==> config.mk <==
export PLATFORM = sky130hd
export DESIGN_NAME = npx_divider
export DESIGN_NICKNAME = d
export VERILOG_FILES = /design/src/design/npx_divider.sv
export SDC_FILE = /design/constraint.sdc
export NUM_CORES = 2
export LEC_CHECK = 0
export ABC_CLOCK_PERIOD_IN_PS = 4800
export BUFFER_PORTS_ARGS = -buffer_cell sky130_fd_sc_hd__buf_2
export CAP_MARGIN = 15
export CORE_ASPECT_RATIO = 0.9
export CORE_MARGIN = 1
export CORE_UTILIZATION = 57
export CTS_CLUSTER_DIAMETER = 50
export DETAILED_ROUTE_END_ITERATION = 16
export GPL_TIMING_DRIVEN = 0
export PLACE_DENSITY = 0.73
export RECOVER_POWER = 100
export SLEW_MARGIN = 20
export SYNTH_ARGS = -nofsm -noshare
export SYNTH_HDL_FRONTEND = slang
export SYNTH_SLANG_ARGS = --single-unit
==> constraint.sdc <==
create_clock -name clock -period 4.8 [get_ports clock]
set_input_delay 0.48 -clock clock [delete_from_list [all_inputs] [get_ports clock]]
set_output_delay 0.48 -clock clock [all_outputs]
set_load 0.03 [all_outputs]
==> src/design/npx_divider.sv <==
// Pipelined restoring divider, one quotient bit per stage.
`timescale 1ns / 1ps
module npx_divider #(
   parameter int NUM_W = 48,
   parameter int DEN_W = 13
) (
   input  logic             clock,
   input  logic [NUM_W-1:0] num,
   input  logic [DEN_W-1:0] den,
   output logic [NUM_W-1:0] quo
);

   logic [DEN_W-1:0] rem_ff [NUM_W];
   logic [NUM_W-1:0] num_ff [NUM_W];

   for (genvar i = 0; i < NUM_W; i++) begin : g_stage
      logic [DEN_W-1:0] rem_prev;
      logic [NUM_W-1:0] num_prev;
      logic [DEN_W:0]   trial;
      logic [DEN_W-1:0] rem_in;
      logic [NUM_W-1:0] num_in;

      if (i == 0) begin : g_first
         assign rem_prev = '0;
         assign num_prev = num;
      end else begin : g_next
         assign rem_prev = rem_ff[i-1];
         assign num_prev = num_ff[i-1];
      end

      // dividend shifts out at the top, quotient bits shift in at the bottom
      assign trial = {rem_prev, num_prev[NUM_W-1]};

      always_comb begin
         if (trial >= {1'b0, den}) begin
            rem_in = DEN_W'(trial - {1'b0, den});
            num_in = {num_prev[NUM_W-2:0], 1'b1};
         end else begin
            rem_in = trial[DEN_W-1:0];
            num_in = {num_prev[NUM_W-2:0], 1'b0};
         end
      end

      always_ff @(posedge clock) begin
         rem_ff[i] <= rem_in;
         num_ff[i] <= num_in;
      end
   end

   assign quo = num_ff[NUM_W-1];

endmodule

Word level (Yosys, flattened, before mapping):

Memories as Yosys holds them, arrays and structs flattened.
Cells that the tools add are included.

* flip-flop bits (word level): 0
* RAM bits: 2928
* bits of input ports: 62
* output and inout bits: 48
* word-level logic and storage cells: 194
* memories kept: 2

Memory list
* num_ff: words 48, width 48, read ports 48, clocked after memory_dff 0, write ports 48, line 14 `logic [NUM_W-1:0] num_ff [NUM_W];`
* rem_ff: words 48, width 13, read ports 47, clocked after memory_dff 0, write ports 48, line 13 `logic [DEN_W-1:0] rem_ff [NUM_W];`

* add/subtract/negate cells: 48
* $lt $le $gt $ge: 48
* mux-type cells: 96

Operators with widths (number)
* $ge A14 B13 Y1: 47
* $mux W13: 48
* $sub A13 B13 Y13: 47
* $mux W1: 48
* $ge A1 B13 Y1: 1
* $sub A1 B13 Y13: 1

Logic depth before layout (Yosys ltp):

An unclocked memory read counts as a cell.

* depth after elaboration: 3
* gate-level depth with buffers: 11
* gate-level depth less buffers: 10

Least setup slack after synthesis:

No wires, ideal clock.

* path kind: input to register
* from: in den[2]
* to: mem rem_ff[12][5], in the netlist rem_ff[0][161]
* arrival time: 3540 ps
* path slack: 1140 ps
* stages: 10
* cell sequence: inv_1 ha_1 nor2b_1 o21ai_1 a21oi_1 a211oi_2 o211ai_1 a311oi_4 buf_6 mux2_2

RTL lines
* start, declared: line 9 `input logic [DEN_W-1:0] den,`
* end, declared: line 13

==> run metrics <==
Least-Margin Pin Slew 1.41 ns; CP required 5.55 ns; fin. max-slew vios 0; pre-CTS WS 0.799 ns; Final WS setup 0.746 ns; met2 wire length 77.4 mm; CTS Hold Bufs 48; Filler Cell Count 12,000; Avg Cell Area, Syn 12.6 µm²; Max Used Layer met4; asr flop ratio synth 0; Synthesis Warnings 0; dominant cells by area after synthesis dfxtp_1 62%, ha_1 8.1%, mux2_2 5.5%, xnor2_1 2.2%, a21oi_1 1.8%; dpl hpwl 107 mm; status finished clean; CP max stage cell nor4_1; HP Class primary input to register; Gate power share 0.311; Synth cell types 79; Worst-path clk slew 0.06 ns; number of max-cap violations 0; first-pass GRT wire length 267 mm; layout cells sized above 1 0.123; sequential element share of the synthesized area 0.620; Worst setup EP type register; area of the multi-input gates 0.0340 mm²; Worst Path Max Fanout 28; Fin Clk Skew 0.0448 ns; buffers plus inverters on the worst setup path 3; Top-Level Pins 110; Layout Cells excl Fill 10,300; Power Dens Cells 746 mW/mm²; Via density 5.25; Skew-Pair Late Insertion Delay 0.90 ns; Die Span X 431 µm; Layout Area Growth over Synthesis 13.9%; WL per Instance 16.0 µm; setup bufs post-CTS 0; H-tree depth 5; core area 0.164 mm²; Longest Clk Path Bufs 4; CTS Root Cell clkbuf_16; cells resized by post-CTS repair 0; most common cell after layout, fill and taps aside dfxtp_1; largest net degree at the start of global routing 34; Largest stage delay, worst path 1.08 ns; WL met1 75.6 mm; die height 388 µm; ys flop type dfxtp_1; Congestion Overflow GR 0; Pre-antenna DRT Iters 5; RSZ-0062 raised after global routing false; metal3 WL 7.62 mm; Max transition margin 0.0363; sequential share of power 0.410; min cycle time layout 4.05 ns; DRC Markers 0; Post-synth EDFFs 0; biggest area consumer among synthesized cells dfxtp_1; Fmax achieved 247 MHz; cell family with most CP delay buffers and inverters; vias in the first global route 54,000; total track usage 0.196; Final Hold Fails 0; Internal Power 0.0560 W; CTS Buf Count 291; post-synthesis cell area 0.0942 mm²; row count 141; drt total wl 165 mm; area occupied by registers 0.0584 mm²; leakage power total 46.3 nW; Cells after DPL 9,766; clock sinks 2,915; instance count of the mapped netlist 7,498; WS Path Type primary input to register; layout net count 8,683; Max VDD drop 0.385 mV; CP arrival 4.80 ns; Psw 0.0240 W; share of the synthesized area in the top cell type 0.620; clock power share 0.280; period utilisation layout 0.845; die area 0.167 mm²; startpoint types primary input; Synth Register Bits 2,915; routability cong. 0.864; syn_nets 8,219; Sw Ratio 0.300; CTS tree yes; Initial Util 0.574; Routed Antenna Nets 0; DR vias 54,100; commonest cells after routing, fill and taps aside 2,915 x dfxtp_1, 613 x ha_1, 387 x mux2_2; CP cell instances buf_4, buf_16, ha_1, fa_1, nor2b_1, o21ai_1, nand2_1, a221oi_1, a21oi_1, nor4_1, clkbuf_1, mux2_1; 1st-iter DRT viols 3,045; initial antenna violation count 4; R2R setup slack 0.83 ns; Final setup viols 0; number of port buffers 109
-- metal layers --
metal,vias up,GRT usage
met2,1172,0.328
li1,27400,-
met1,25300,0.253
met3,361,0.0330
met4,0,0.0718
met5,-,0
-- registers in the layout, indices dropped and copies added, names as in the netlist --
register and flops:
rem_ff 611, num_ff 2304
-- final cells by class --
| type | count | area share |
|---|---|---|
| Buffer | 89 | 0.00360 |
| Sequential cell | 2915 | 0.544 |
| Antenna cell | 1 | 0.0000233 |
| Inverter | 238 | 0.00861 |
| Timing Repair Buffer | 171 | 0.0123 |
| Clock inverter | 136 | 0.0151 |
| Multi-Input combinational cell | 4256 | 0.317 |
| Clock buffer | 360 | 0.0744 |
| Tap cell | 2145 | 0.0250 |
-- power groups by stage --
stage	sequential (W)	clock [W]	combinational, W
finish	0.0328	0.0224	0.0249
global route	0.0334	0.0240	0.0276
CTS	0.0330	0.0230	0.0255
detailed placement	0.0334	0	0.0251
global placement	0.0332	0	0.0245
floorplan	0.0327	0	0.0204
-- Yosys cell counts, types with 29 or more instances --
master / count
a211oi_1: 57
a21boi_0: 38
a21o_1: 184
a21oi_1: 347
a221o_1: 29
and2_1: 47
and3_1: 55
clkbuf_1: 49
dfxtp_1: 2915
fa_1: 46
ha_1: 613
inv_1: 238
mux2_2: 459
mux2i_1: 117
nand2_1: 231
nand2b_1: 74
nand3_1: 66
nand4_1: 81
nor2_1: 302
nor2b_1: 134
nor3_1: 135
o211ai_1: 44
o21a_1: 106
o21ai_0: 228
o21ai_1: 33
o31a_1: 36
o31ai_1: 48
or2_2: 39
xnor2_1: 233
xor2_1: 157
-- cell families (layout without fill, tap and decap cells) --
kind of cell | count (synthesis) | in the layout | synth area share
and+or+nand+nor | 1255 | 1255 | 0.0698
muxes | 582 | 582 | 0.0680
adders and majority gates | 659 | 659 | 0.0912
other | 0 | 1 | 0
AOI/OAI and AO/OA | 1370 | 1370 | 0.100
DFF | 2915 | 2915 | 0.620
xor gates and xnor gates | 390 | 390 | 0.0363
buffers and inverters | 327 | 994 | 0.0147
-- worst min-delay path: cells and delay by family --
family,cells,cell delay (ns)
AOI/OAI and AO/OA,1,0.16
buffers and inverters,1,0.11
and+or+nand+nor,2,0.22
-- metrics by stage --
stage	hold slack, ns	utilization	area [µm²]	TNS [ns]	total power (W)
after global placement	0.310	0.594	97400	-2064.78	0.0577
after detailed placement	0.312	0.596	97800	0	0.0585
after CTS	0.0550	0.658	108000	0	0.0814
after global routing	0.102	0.654	107000	0	0.0850
after floorplan	0.310	-	94200	0	0.0531
final	0.122	0.654	107000	0	0.0801
-- worst paths after layout --
path	startpoint	endpoint	cells after the start
max	den[0]	rem_ff[2][33]	12
min	den[12]	rem_ff[0][5]	4
max reg2reg	num_ff[2][95]	rem_ff[2][33]	11
min reg2reg	num_ff[0][326]	num_ff[0][375]	0
Note: power is estimated with default switching activity, not from simulation.
